$ cat src/hw/rtl/tcpopt_pkg.sv
// ----------------------------------------------------------------------------
// tcpopt_pkg
// Shared constants, types and item structs of the TCP option parser.
// ----------------------------------------------------------------------------
`default_nettype none

package tcpopt_pkg;

  localparam int MAX_SACK_BLOCKS = 4;

  // block index, block count and block store address widths
  localparam int IDX_W   = (MAX_SACK_BLOCKS > 1) ? $clog2(MAX_SACK_BLOCKS) : 1;
  localparam int CNT_W   = $clog2(MAX_SACK_BLOCKS + 1);
  localparam int RAM_DEPTH = 2 * MAX_SACK_BLOCKS;
  localparam int ADDR_W  = $clog2(RAM_DEPTH);
  localparam int BLK_W   = 64;

  localparam logic [7:0] KIND_END     = 8'd0;
  localparam logic [7:0] KIND_NOP     = 8'd1;
  localparam logic [7:0] KIND_MSS     = 8'd2;
  localparam logic [7:0] KIND_WS      = 8'd3;
  localparam logic [7:0] KIND_SACK_OK = 8'd4;
  localparam logic [7:0] KIND_SACK    = 8'd5;

  localparam logic [7:0] LEN_MSS     = 8'd4;
  localparam logic [7:0] LEN_WS      = 8'd3;
  localparam logic [7:0] LEN_SACK_OK = 8'd2;
  localparam logic [7:0] LEN_MIN     = 8'd2;

  typedef enum logic [2:0] {
    PH_KIND = 3'b001,
    PH_LEN  = 3'b010,
    PH_BODY = 3'b100
  } phase_t;

  typedef struct packed {
    logic [7:0] option_byte;
    logic       has_byte;
    logic       end_of_options;
  } in_item_t;

  typedef struct packed {
    logic        is_block_item;
    logic        mss_seen;
    logic [15:0] mss;
    logic        wscale_seen;
    logic [7:0]  window_shift;
    logic        sack_perm_seen;
    logic [2:0]  num_blocks;
    logic [31:0] sack_left;
    logic [31:0] sack_right;
    logic        last_of_run;
  } out_item_t;

  // block store write request from the decoder
  typedef struct packed {
    logic             en;
    logic             bank;
    logic [IDX_W-1:0] idx;
    logic [BLK_W-1:0] data;
  } blk_wr_t;

  // held option values as they stand after the current transaction
  typedef struct packed {
    logic             mss_seen;
    logic [15:0]      mss;
    logic             wscale_seen;
    logic [7:0]       window_shift;
    logic             sack_perm_seen;
    logic [CNT_W-1:0] count;
    logic             bank;
  } summary_t;

  typedef struct packed {
    logic busy;         // blocks still to read or deliver
    logic blocks_left;  // block reads still to issue
    logic bank;         // bank being read out
  } drain_status_t;

endpackage

`default_nettype wire

$ cat src/hw/rtl/tcp_option_parser.sv
// ----------------------------------------------------------------------------
// tcp_option_parser
// TCP options parser for MSS, window scale, SACK-permitted and SACK blocks.
// ----------------------------------------------------------------------------
// Usage:
//   in_*  : one options byte per transaction (has_byte 0 gives an empty item),
//           end_of_options marks the closing transaction of an options area.
//   out_* : on the closing transaction, one summary item, then one item per
//           kept SACK block; last_of_run flags the final item of the area.
// Throughput: one byte transaction per cycle while no results are draining.
//   The closing transaction loads the summary into the output register and
//   its result appears the next cycle. SACK blocks come from the block RAM,
//   one read in flight at a time, so no block read is issued before the last one lands.
//   While blocks drain, byte transactions are still taken, except a closing
//   transaction or a SACK block write into the bank being read out.
// Reset (rst_n low, synchronous) clears the parser, drops any results not
//   yet delivered and leaves the block RAM contents undefined.
// A stalled receiver (out_ready low) holds the output register; the closing
//   transaction of the next area waits until all results are delivered.
// ----------------------------------------------------------------------------
`default_nettype none

module tcp_option_parser (
  input  wire logic                  clk,
  input  wire logic                  rst_n,
  input  wire logic                  in_valid,
  output logic                       in_ready,
  input  wire tcpopt_pkg::in_item_t  in_data,
  output logic                       out_valid,
  input  wire logic                  out_ready,
  output tcpopt_pkg::out_item_t      out_data
);

  import tcpopt_pkg::*;

  blk_wr_t       wr;
  summary_t      summary;
  drain_status_t drain;
  logic          in_accept;
  logic          eoa_hold;
  logic          wr_hold;
  logic          ram_wr_en;
  logic [ADDR_W-1:0] ram_wr_addr;
  logic          rd_en;
  logic [ADDR_W-1:0] rd_addr;
  logic [BLK_W-1:0]  rd_data;

  // Hold a closing transaction until the previous results are out and the
  // output register can take the summary.
  assign eoa_hold = in_data.end_of_options && (drain.busy || (out_valid && !out_ready));
  // Hold a block write aimed at the bank still being read out.
  assign wr_hold  = wr.en && drain.blocks_left && (wr.bank == drain.bank);

  assign in_ready  = !(eoa_hold || wr_hold);
  assign in_accept = in_valid && in_ready;

  assign ram_wr_en   = wr.en && in_accept;
  assign ram_wr_addr = ADDR_W'(wr.idx) + (wr.bank ? ADDR_W'(MAX_SACK_BLOCKS) : '0);

  tcpopt_decode u_decode (
    .clk     (clk),
    .rst_n   (rst_n),
    .in_item (in_data),
    .accept  (in_accept),
    .wr      (wr),
    .summary (summary)
  );

  tcpopt_block_ram #(
    .DEPTH (RAM_DEPTH),
    .WIDTH (BLK_W)
  ) u_block_ram (
    .clk     (clk),
    .wr_en   (ram_wr_en),
    .wr_addr (ram_wr_addr),
    .wr_data (wr.data),
    .rd_en   (rd_en),
    .rd_addr (rd_addr),
    .rd_data (rd_data)
  );

  tcpopt_drain u_drain (
    .clk       (clk),
    .rst_n     (rst_n),
    .start     (in_accept && in_data.end_of_options),
    .summary   (summary),
    .status    (drain),
    .rd_en     (rd_en),
    .rd_addr   (rd_addr),
    .rd_data   (rd_data),
    .out_valid (out_valid),
    .out_ready (out_ready),
    .out_data  (out_data)
  );

`ifndef SYNTHESIS
  a_no_write_into_drain_bank: assert property (@(posedge clk) disable iff (!rst_n)
    ram_wr_en && drain.blocks_left |-> wr.bank != drain.bank)
    else $error("block write hit the bank being read out");

  a_close_only_when_idle: assert property (@(posedge clk) disable iff (!rst_n)
    in_accept && in_data.end_of_options |-> !drain.busy)
    else $error("options area closed while results still draining");

  a_summary_follows_close: assert property (@(posedge clk) disable iff (!rst_n)
    in_accept && in_data.end_of_options |=> out_valid && !out_data.is_block_item)
    else $error("summary item missing after closing transaction");
`endif

endmodule

`default_nettype wire

$ cat src/hw/rtl/tcpopt_block_ram.sv
// ----------------------------------------------------------------------------
// tcpopt_block_ram
// Simple dual-port RAM, one write and one registered read port.
// ----------------------------------------------------------------------------
`default_nettype none

module tcpopt_block_ram #(
  parameter int DEPTH = 8,
  parameter int WIDTH = 64,
  localparam int AW = (DEPTH > 1) ? $clog2(DEPTH) : 1
) (
  input  wire logic             clk,
  input  wire logic             wr_en,
  input  wire logic [AW-1:0]    wr_addr,
  input  wire logic [WIDTH-1:0] wr_data,
  input  wire logic             rd_en,
  input  wire logic [AW-1:0]    rd_addr,
  output logic      [WIDTH-1:0] rd_data
);

  logic [WIDTH-1:0] mem [DEPTH];

  always_ff @(posedge clk) begin
    if (wr_en) begin
      mem[wr_addr] <= wr_data;
    end
  end

  always_ff @(posedge clk) begin
    if (rd_en) begin
      rd_data <= mem[rd_addr];
    end
  end

endmodule

`default_nettype wire

$ cat src/hw/rtl/tcpopt_decode.sv
// ----------------------------------------------------------------------------
// tcpopt_decode
// Kind/length walker: holds MSS, window scale, SACK-permitted and the SACK
// block counts, and issues block writes into the pending bank.
// ----------------------------------------------------------------------------
`default_nettype none

module tcpopt_decode (
  input  wire logic                 clk,
  input  wire logic                 rst_n,
  input  wire tcpopt_pkg::in_item_t in_item,
  input  wire logic                 accept,
  output tcpopt_pkg::blk_wr_t       wr,
  output tcpopt_pkg::summary_t      summary
);

  import tcpopt_pkg::*;

  phase_t           phase_r, phase_nxt;
  logic             stopped_r, stopped_nxt;
  logic [7:0]       kind_r, kind_nxt;
  logic [7:0]       len_r, len_nxt;
  logic [7:0]       offset_r, offset_nxt;
  logic [31:0]      coll_r, coll_nxt;
  logic [31:0]      left_r, left_nxt;
  logic [15:0]      mss_r, mss_nxt;
  logic             mss_ok_r, mss_ok_nxt;
  logic [7:0]       shift_r, shift_nxt;
  logic             shift_ok_r, shift_ok_nxt;
  logic             sack_ok_r, sack_ok_nxt;
  logic [CNT_W-1:0] ccount_r, ccount_nxt;
  logic [CNT_W-1:0] pcount_r, pcount_nxt;
  logic             cbank_r, cbank_nxt;

  logic        act;
  logic        fin;
  logic [7:0]  fin_len;
  logic [31:0] fin_coll;
  logic [7:0]  rel;
  logic [4:0]  bidx;
  logic [2:0]  bpos;

  assign act  = in_item.has_byte && !stopped_r;
  assign rel  = offset_r - LEN_MIN;
  assign bidx = rel[7:3];
  assign bpos = rel[2:0];

  always_comb begin
    phase_nxt    = phase_r;
    stopped_nxt  = stopped_r;
    kind_nxt     = kind_r;
    len_nxt      = len_r;
    offset_nxt   = offset_r;
    coll_nxt     = coll_r;
    left_nxt     = left_r;
    mss_nxt      = mss_r;
    mss_ok_nxt   = mss_ok_r;
    shift_nxt    = shift_r;
    shift_ok_nxt = shift_ok_r;
    sack_ok_nxt  = sack_ok_r;
    ccount_nxt   = ccount_r;
    pcount_nxt   = pcount_r;
    cbank_nxt    = cbank_r;
    fin          = 1'b0;
    fin_len      = len_r;
    fin_coll     = coll_r;
    wr.en        = 1'b0;
    wr.bank      = !cbank_r;
    wr.idx       = bidx[IDX_W-1:0];
    wr.data      = {left_r, coll_r[23:0], in_item.option_byte};

    if (act) begin
      case (phase_r)
        PH_KIND: begin
          if (in_item.option_byte == KIND_END) begin
            stopped_nxt = 1'b1;
          end else if (in_item.option_byte != KIND_NOP) begin
            kind_nxt  = in_item.option_byte;
            phase_nxt = PH_LEN;
          end
        end
        PH_LEN: begin
          len_nxt = in_item.option_byte;
          if (in_item.option_byte < LEN_MIN) begin
            stopped_nxt = 1'b1;
            phase_nxt   = PH_KIND;
          end else begin
            coll_nxt   = '0;
            offset_nxt = LEN_MIN;
            if (kind_r == KIND_SACK) begin
              pcount_nxt = '0;
            end
            if (in_item.option_byte == LEN_MIN) begin
              fin      = 1'b1;
              fin_len  = in_item.option_byte;
              fin_coll = '0;
            end else begin
              phase_nxt = PH_BODY;
            end
          end
        end
        PH_BODY: begin
          coll_nxt = {coll_r[23:0], in_item.option_byte};
          if (kind_r == KIND_SACK) begin
            if (bpos == 3'd3) begin
              left_nxt = coll_nxt;
            end
            if (bpos == 3'd7 && bidx < 5'(MAX_SACK_BLOCKS)) begin
              wr.en      = 1'b1;
              pcount_nxt = CNT_W'(bidx + 5'd1);
            end
          end
          offset_nxt = offset_r + 8'd1;
          if (offset_nxt >= len_r) begin
            fin      = 1'b1;
            fin_coll = coll_nxt;
          end
        end
        default: begin
          phase_nxt = PH_KIND;
        end
      endcase
    end

    // close out a complete option
    if (fin) begin
      phase_nxt = PH_KIND;
      if (kind_r == KIND_MSS && fin_len == LEN_MSS) begin
        mss_nxt    = fin_coll[15:0];
        mss_ok_nxt = 1'b1;
      end else if (kind_r == KIND_WS && fin_len == LEN_WS) begin
        shift_nxt    = fin_coll[7:0];
        shift_ok_nxt = 1'b1;
      end else if (kind_r == KIND_SACK_OK && fin_len == LEN_SACK_OK) begin
        sack_ok_nxt = 1'b1;
      end else if (kind_r == KIND_SACK) begin
        ccount_nxt = pcount_nxt;
        cbank_nxt  = !cbank_r;
      end
    end
  end

  always_comb begin
    summary.mss_seen       = mss_ok_nxt;
    summary.mss            = mss_ok_nxt ? mss_nxt : 16'd0;
    summary.wscale_seen    = shift_ok_nxt;
    summary.window_shift   = shift_ok_nxt ? shift_nxt : 8'd0;
    summary.sack_perm_seen = sack_ok_nxt;
    summary.count          = ccount_nxt;
    summary.bank           = cbank_nxt;
  end

  always_ff @(posedge clk) begin
    if (!rst_n || (accept && in_item.end_of_options)) begin
      phase_r    <= PH_KIND;
      stopped_r  <= 1'b0;
      kind_r     <= '0;
      len_r      <= '0;
      offset_r   <= '0;
      coll_r     <= '0;
      left_r     <= '0;
      mss_r      <= '0;
      mss_ok_r   <= 1'b0;
      shift_r    <= '0;
      shift_ok_r <= 1'b0;
      sack_ok_r  <= 1'b0;
      ccount_r   <= '0;
      pcount_r   <= '0;
      cbank_r    <= rst_n ? cbank_nxt : 1'b0;
    end else if (accept) begin
      phase_r    <= phase_nxt;
      stopped_r  <= stopped_nxt;
      kind_r     <= kind_nxt;
      len_r      <= len_nxt;
      offset_r   <= offset_nxt;
      coll_r     <= coll_nxt;
      left_r     <= left_nxt;
      mss_r      <= mss_nxt;
      mss_ok_r   <= mss_ok_nxt;
      shift_r    <= shift_nxt;
      shift_ok_r <= shift_ok_nxt;
      sack_ok_r  <= sack_ok_nxt;
      ccount_r   <= ccount_nxt;
      pcount_r   <= pcount_nxt;
      cbank_r    <= cbank_nxt;
    end
  end

endmodule

`default_nettype wire

$ cat src/hw/rtl/tcpopt_drain.sv
// ----------------------------------------------------------------------------
// tcpopt_drain
// Result sequencer: loads the summary, reads the committed blocks from the
// block store one at a time and presents them in the output register.
// ----------------------------------------------------------------------------
`default_nettype none

module tcpopt_drain (
  input  wire logic                    clk,
  input  wire logic                    rst_n,
  input  wire logic                    start,
  input  wire tcpopt_pkg::summary_t    summary,
  output tcpopt_pkg::drain_status_t    status,
  output logic                         rd_en,
  output logic [tcpopt_pkg::ADDR_W-1:0] rd_addr,
  input  wire logic [tcpopt_pkg::BLK_W-1:0] rd_data,
  output logic                         out_valid,
  input  wire logic                    out_ready,
  output tcpopt_pkg::out_item_t        out_data
);

  import tcpopt_pkg::*;

  logic [CNT_W-1:0] n_r, n_nxt;
  logic [CNT_W-1:0] k_r, k_nxt;
  logic             bank_r, bank_nxt;
  logic             rd_pend_r, rd_pend_nxt;
  logic             rd_last_r, rd_last_nxt;
  logic             out_valid_r, out_valid_nxt;
  out_item_t        out_data_r, out_data_nxt;
  logic             slot_free;

  assign slot_free = !out_valid_r || out_ready;
  assign rd_en     = (k_r != n_r) && !rd_pend_r && slot_free;
  assign rd_addr   = ADDR_W'(k_r[IDX_W-1:0]) + (bank_r ? ADDR_W'(MAX_SACK_BLOCKS) : '0);

  assign status.busy        = (k_r != n_r) || rd_pend_r;
  assign status.blocks_left = (k_r != n_r);
  assign status.bank        = bank_r;

  always_comb begin
    n_nxt         = n_r;
    k_nxt         = k_r;
    bank_nxt      = bank_r;
    rd_pend_nxt   = 1'b0;
    rd_last_nxt   = rd_last_r;
    out_data_nxt  = out_data_r;
    out_valid_nxt = out_valid_r && !out_ready;

    if (start) begin
      n_nxt                       = summary.count;
      k_nxt                       = '0;
      bank_nxt                    = summary.bank;
      out_valid_nxt               = 1'b1;
      out_data_nxt                = '0;
      out_data_nxt.mss_seen       = summary.mss_seen;
      out_data_nxt.mss            = summary.mss;
      out_data_nxt.wscale_seen    = summary.wscale_seen;
      out_data_nxt.window_shift   = summary.window_shift;
      out_data_nxt.sack_perm_seen = summary.sack_perm_seen;
      out_data_nxt.num_blocks     = 3'(summary.count);
      out_data_nxt.last_of_run    = (summary.count == '0);
    end

    // advance to the next block read
    if (rd_en) begin
      k_nxt       = k_r + CNT_W'(1);
      rd_pend_nxt = 1'b1;
      rd_last_nxt = (k_nxt == n_r);
    end

    // read data lands in the now empty output register
    if (rd_pend_r) begin
      out_valid_nxt              = 1'b1;
      out_data_nxt               = '0;
      out_data_nxt.is_block_item = 1'b1;
      out_data_nxt.sack_left     = rd_data[63:32];
      out_data_nxt.sack_right    = rd_data[31:0];
      out_data_nxt.last_of_run   = rd_last_r;
    end
  end

  always_ff @(posedge clk) begin
    if (!rst_n) begin
      n_r         <= '0;
      k_r         <= '0;
      bank_r      <= 1'b0;
      rd_pend_r   <= 1'b0;
      rd_last_r   <= 1'b0;
      out_valid_r <= 1'b0;
    end else begin
      n_r         <= n_nxt;
      k_r         <= k_nxt;
      bank_r      <= bank_nxt;
      rd_pend_r   <= rd_pend_nxt;
      rd_last_r   <= rd_last_nxt;
      out_valid_r <= out_valid_nxt;
    end
  end

  always_ff @(posedge clk) begin
    out_data_r <= out_data_nxt;
  end

  assign out_valid = out_valid_r;
  assign out_data  = out_data_r;

`ifndef SYNTHESIS
  a_slot_free_on_return: assert property (@(posedge clk) disable iff (!rst_n)
    rd_pend_r |-> !out_valid_r)
    else $error("block read returned into an occupied output register");

  a_index_in_range: assert property (@(posedge clk) disable iff (!rst_n)
    k_r <= n_r)
    else $error("block read index ran past the block count");

  a_last_block_flagged: assert property (@(posedge clk) disable iff (!rst_n)
    rd_pend_r && rd_last_r |=> out_valid_r && out_data_r.is_block_item && out_data_r.last_of_run)
    else $error("final block item not marked last");
`endif

endmodule

`default_nettype wire

$ cat config.mk
export PLATFORM = sky130hd
export DESIGN_NAME = tcp_option_parser
export DESIGN_NICKNAME = d
export VERILOG_FILES = /design/src/hw/rtl/tcpopt_pkg.sv /design/src/hw/rtl/tcp_option_parser.sv /design/src/hw/rtl/tcpopt_block_ram.sv /design/src/hw/rtl/tcpopt_decode.sv /design/src/hw/rtl/tcpopt_drain.sv
export SDC_FILE = /design/constraint.sdc
export NUM_CORES = 1
export LEC_CHECK = 0
export BUFFER_PORTS_ARGS = -buffer_cell sky130_fd_sc_hd__buf_2
export CORE_UTILIZATION = 56
export DETAILED_ROUTE_END_ITERATION = 6
export GPL_ROUTABILITY_DRIVEN = 1
export PLACE_DENSITY = 0.77
export SLEW_MARGIN = 15
export SYNTH_ARGS = -nofsm -noshare
export SYNTH_HDL_FRONTEND = slang
export SYNTH_HIERARCHICAL = 1
export SYNTH_SLANG_ARGS = --single-unit
export TNS_END_PERCENT = 10
$ cat constraint.sdc
create_clock -name clk -period 7.2 [get_ports clk]
set_clock_uncertainty 0.15 [all_clocks]
set_input_delay 1.44 -clock clk [delete_from_list [all_inputs] [get_ports clk]]
set_output_delay 1.44 -clock clk [all_outputs]
set_load 0.01 [all_outputs]
==> flow_summary.yaml <==
detailed_routing:
  via_per_inst: 5.97
  wl_mm: 66.9
  post-route-drc-count: 0
  vias: 16600
  firstDrtPassIters: 5
  final_antenna_net_count: 0
  drt_iter0_drc: 1674
  routedWlPerCell_um: 24.1
critical_path:
  rrSetupSlack_ns: 1.95
  critPathRequiredTime_ns: 7.51
  rr_endpoint: "u_decode/left_r[23]$_SDFFE_PN0P_"
  max_stage_delay_ns: 0.75
  reg2reg_depth: 15
  setup.worst_path.end_class: "register"
  critPathLaunchType: "register"
  cp_num_buf_inv: 3
  crit_type: "reg2reg"
  critPathSlowestCell: "or3_1"
  worstPathMaxFanout: 39
  worst_ep_arrival_time_ns: 5.56
  r2r-start: "u_decode/offset_r[2]$_SDFFE_PN0P_"
  crit_family: "simple AND/OR/NAND/NOR gates"
  path_cells: "inv_1, ha_1, nor2b_1, and4bb_2, o31ai_1, nor2_1, and3_4, nor3b_2, inv_1, nor2_2, buf_4, nand2_1, or3_1, nand2_1, a21oi_1"
  crit_start: "u_decode/offset_r[2]$_SDFFE_PN0P_"
final_layout:
  mostFrequentLayoutCells: "642 x edfxtp_1, 165 x nand2_1, 154 x dfxtp_1"
  fillerInstances: 3765
  antenna_cells: 0
  stdcell_area_mm2: 0.0351
  fin_util_pct: 63.7
  drive_above_1_share_pct: 25.6
  finalNetCount: 1990
  seq_area_mm2: 0.0225
  final_common_cell: "edfxtp_1"
  syn2layout_area_growth_pct: 12.4
  multi_input_area_mm2: 0.00814
cts:
  cts_tree: "built"
  htree_levels: 3
  postCtsSetupBuffers: 0
  clock_latency_ns: 0.62
  cts-root-buf: "clkbuf_16"
  clk_pin_slew_worst_paths_ns: 0.07
  cts_buffers: 78
  clock_sink_count: 800
  cts-resized-gates: 0
  cts_max_path_buffers: 3
  cts_hold_buf: 0
outcome:
  status: "complete, no violations"
global_routing:
  grt_antenna_before_repair: 0
  grt_max_degree: 74
  grt_pass1_wl_mm: 101
  first_global_vias: 16800
  overflow: 0
  grt_use_total_pct: 24.0
floorplan:
  die-area_mm2: 0.0567
  start_util_pct: 56.7
  die_y_um: 238
  rows: 86
  io_pins: 112
  die_x_um: 238
  core_area_mm2: 0.0551
logic_synthesis:
  synthesis.area_mm2: 0.0312
  ys_warn_count: 6
  synthCells: 1862
  synth_fa_ha_area_share_pct: 0.561
  synthArstFlopShare_pct: 0
  ys_seq_area_share_pct: 71.9
  synth_top_family_by_area: "multiplexers"
  synth_edf_count: 642
  syn_avg_cell_area_um2: 16.8
  synthXorXnorAreaFrac_pct: 0.473
  synthMuxAreaShare_pct: 13.8
  syn_nets: 1890
  synth_ff_type: "edfxtp_1"
  synth_compound_area_share_pct: 3.97
  synth_simple_gate_area_share_pct: 6.92
  synth-seq-cells: 800
  ys_types: 76
power_and_ir_drop:
  ir_drop_mv: 0.175
  comb_power_share_pct: 1.5
  leakagePower_uw: 0.0119
  p_clk_share_pct: 45.2
  switchingPower_uw: 1830
  powerDensity_mw_per_mm2: 265
  p_sw_share_pct: 19.6
  p_total_uw: 9310
  pwr-share-seq_pct: 53.2
  internal_power_uw: 7490
place:
  globalplace.congestion: 0.895
  numPortBuffers: 111
  dp_hpwl_mm: 37.4
  place_area_mm2: 0.0324
sta:
  slew_viol_final: 0
  min_period_ns: 5.25
  rsz0062_at_grt: "no"
  setup_viol: 0
  fin_crit_sh_pct: 73.0
  worst_pin_slew_ns: 1.16
  relSlewSlack_pct: 22.8
  hold_violations: 0
  whs_ns: 0.318
  max_freq_mhz: 190
hold_path:
  holdPathStages: 2
  min_path_type: "reg2reg"
  whs_endpoint: "u_decode/sack_ok_r$_SDFFE_PN0P_"
  hold_start: "u_decode/sack_ok_r$_SDFFE_PN0P_"
flow_run:
  cap_violations: 0
==> synthesized netlist by cell type (all sizes together) (2+ instances only) <==
master	instances	area (µm²)
edfxtp	642	19300
nand2	168	636
dfxtp	158	3160
mux4	128	2880
a21oi	116	633
and2	78	488
mux2i	69	691
nor2	69	259
mux2	66	743
buf	65	459
clkbuf	56	210
nand3	41	205
o21ai	34	181
inv	20	75.1
ha	14	175
nor3	12	70.1
xnor2	11	104
a221oi	8	70.1
nand2b	8	50.1
nor2b	7	51.3
a211oi	6	57.6
a21o	6	45.0
nand4	6	43.8
nor3b	6	66.3
nor4b	6	86.3
or3	6	37.5
nor4	5	37.5
or4	5	41.3
xor2	5	43.8
o211ai	4	30.0
o31ai	4	35.0
or2	4	25.0
o21a	3	22.5
a211o	2	17.5
a22o	2	17.5
a311oi	2	23.8
a31oi	2	18.8
and3	2	17.5
clkinv	2	7.51
or3b	2	17.5
==> how the worst max path moves through the flow <==
stage | slack [ns] | to | depth (start not counted)
final | 1.95 | u_decode/left_r[23]$_SDFFE_PN0P_ | 15
after global routing | 1.58 | u_decode/left_r[23]$_SDFFE_PN0P_ | 15
after CTS | 2.09 | u_decode/left_r[23]$_SDFFE_PN0P_ | 15
after detailed placement | 1.90 | u_decode/left_r[31]$_SDFFE_PN0P_ | 13
after global placement | 2.09 | u_decode/left_r[1]$_SDFFE_PN0P_ | 13
after floorplan | -0.32 | u_block_ram/mem[4][0]$_DFFE_PP_ | 7
==> cells by family after synthesis <==
kind of cell,after synthesis
adders and majority gates,14
buffers and inverters,143
xor gates and xnor gates,16
AOI/OAI and AO/OA,198
and+or+nand+nor,428
DFF,800
muxes,263
==> worst reg2reg max path, cell delays in order (launching register included) <==
cell and delay (ns):
dfxtp_1 0.37, inv_1 0.10, ha_1 0.23, nor2b_1 0.21, and4bb_2 0.26, o31ai_1 0.49
nor2_1 0.23, and3_4 0.26, nor3b_2 0.65, inv_1 0.29, nor2_2 0.16, buf_4 0.38
nand2_1 0.19, or3_1 0.75, nand2_1 0.25, a21oi_1 0.10
==> metal layers <==
layer | routed length (µm) | global-route usage [%] | part of all wire, %
met2 | 33600 | 40.4 | 50
met3 | 4290 | 3.84 | 6.4
met1 | 26900 | 31.7 | 40
met5 | 0 | 0 | 0
met4 | 2120 | 9.27 | 3.2
==> state kept, by name (all words and copies together) (netlist names), 3 cells and up <==
name	flops
u_decode/coll_r	24
u_decode/left_r	32
u_block_ram/mem	512
u_decode/ccount_r	3
u_block_ram/rd_data	64
u_decode/offset_r	8
u_decode/len_r	8
u_drain/k_r	3
u_decode/mss_r	16
u_decode/shift_r	8
u_decode/phase_r	3
u_decode/pcount_r	3
u_drain/n_r	3
u_decode/kind_r	8
u_drain/out_data	96
==> layout make-up <==
class,instances,area share (%)
clock buffer,105,6.41
clock inverter,40,1.23
inverter,22,0.235
multi-input combinational,919,23.2
sequential,800,64.0
tap,748,2.67
timing repair buffer,141,2.32
==> power groups by stage <==
stage	clock network, µW	logic [µW]	registers, µW
4_1_cts	4270	142	4960
3_3_place_gp	0	139	5060
2_1_floorplan	0	85.5	5070
3_5_place_dp	0	141	5060
6_report	4210	142	4960
5_1_grt	4440	151	4960
==> through the flow <==
| stage | worst slack [ns] | TNS [ns] | instances |
|---|---|---|---|
| after floorplan | -0.321 | -20.57 | 1862 |
| final | 1.95 | 0 | 2775 |
| after global routing | 1.58 | 0 | 2775 |
| after CTS | 2.09 | 0 | 2775 |
| after global placement | 2.09 | 0 | 2629 |
| after detailed placement | 1.90 | 0 | 2630 |
Power figures use the tool's default switching activity.
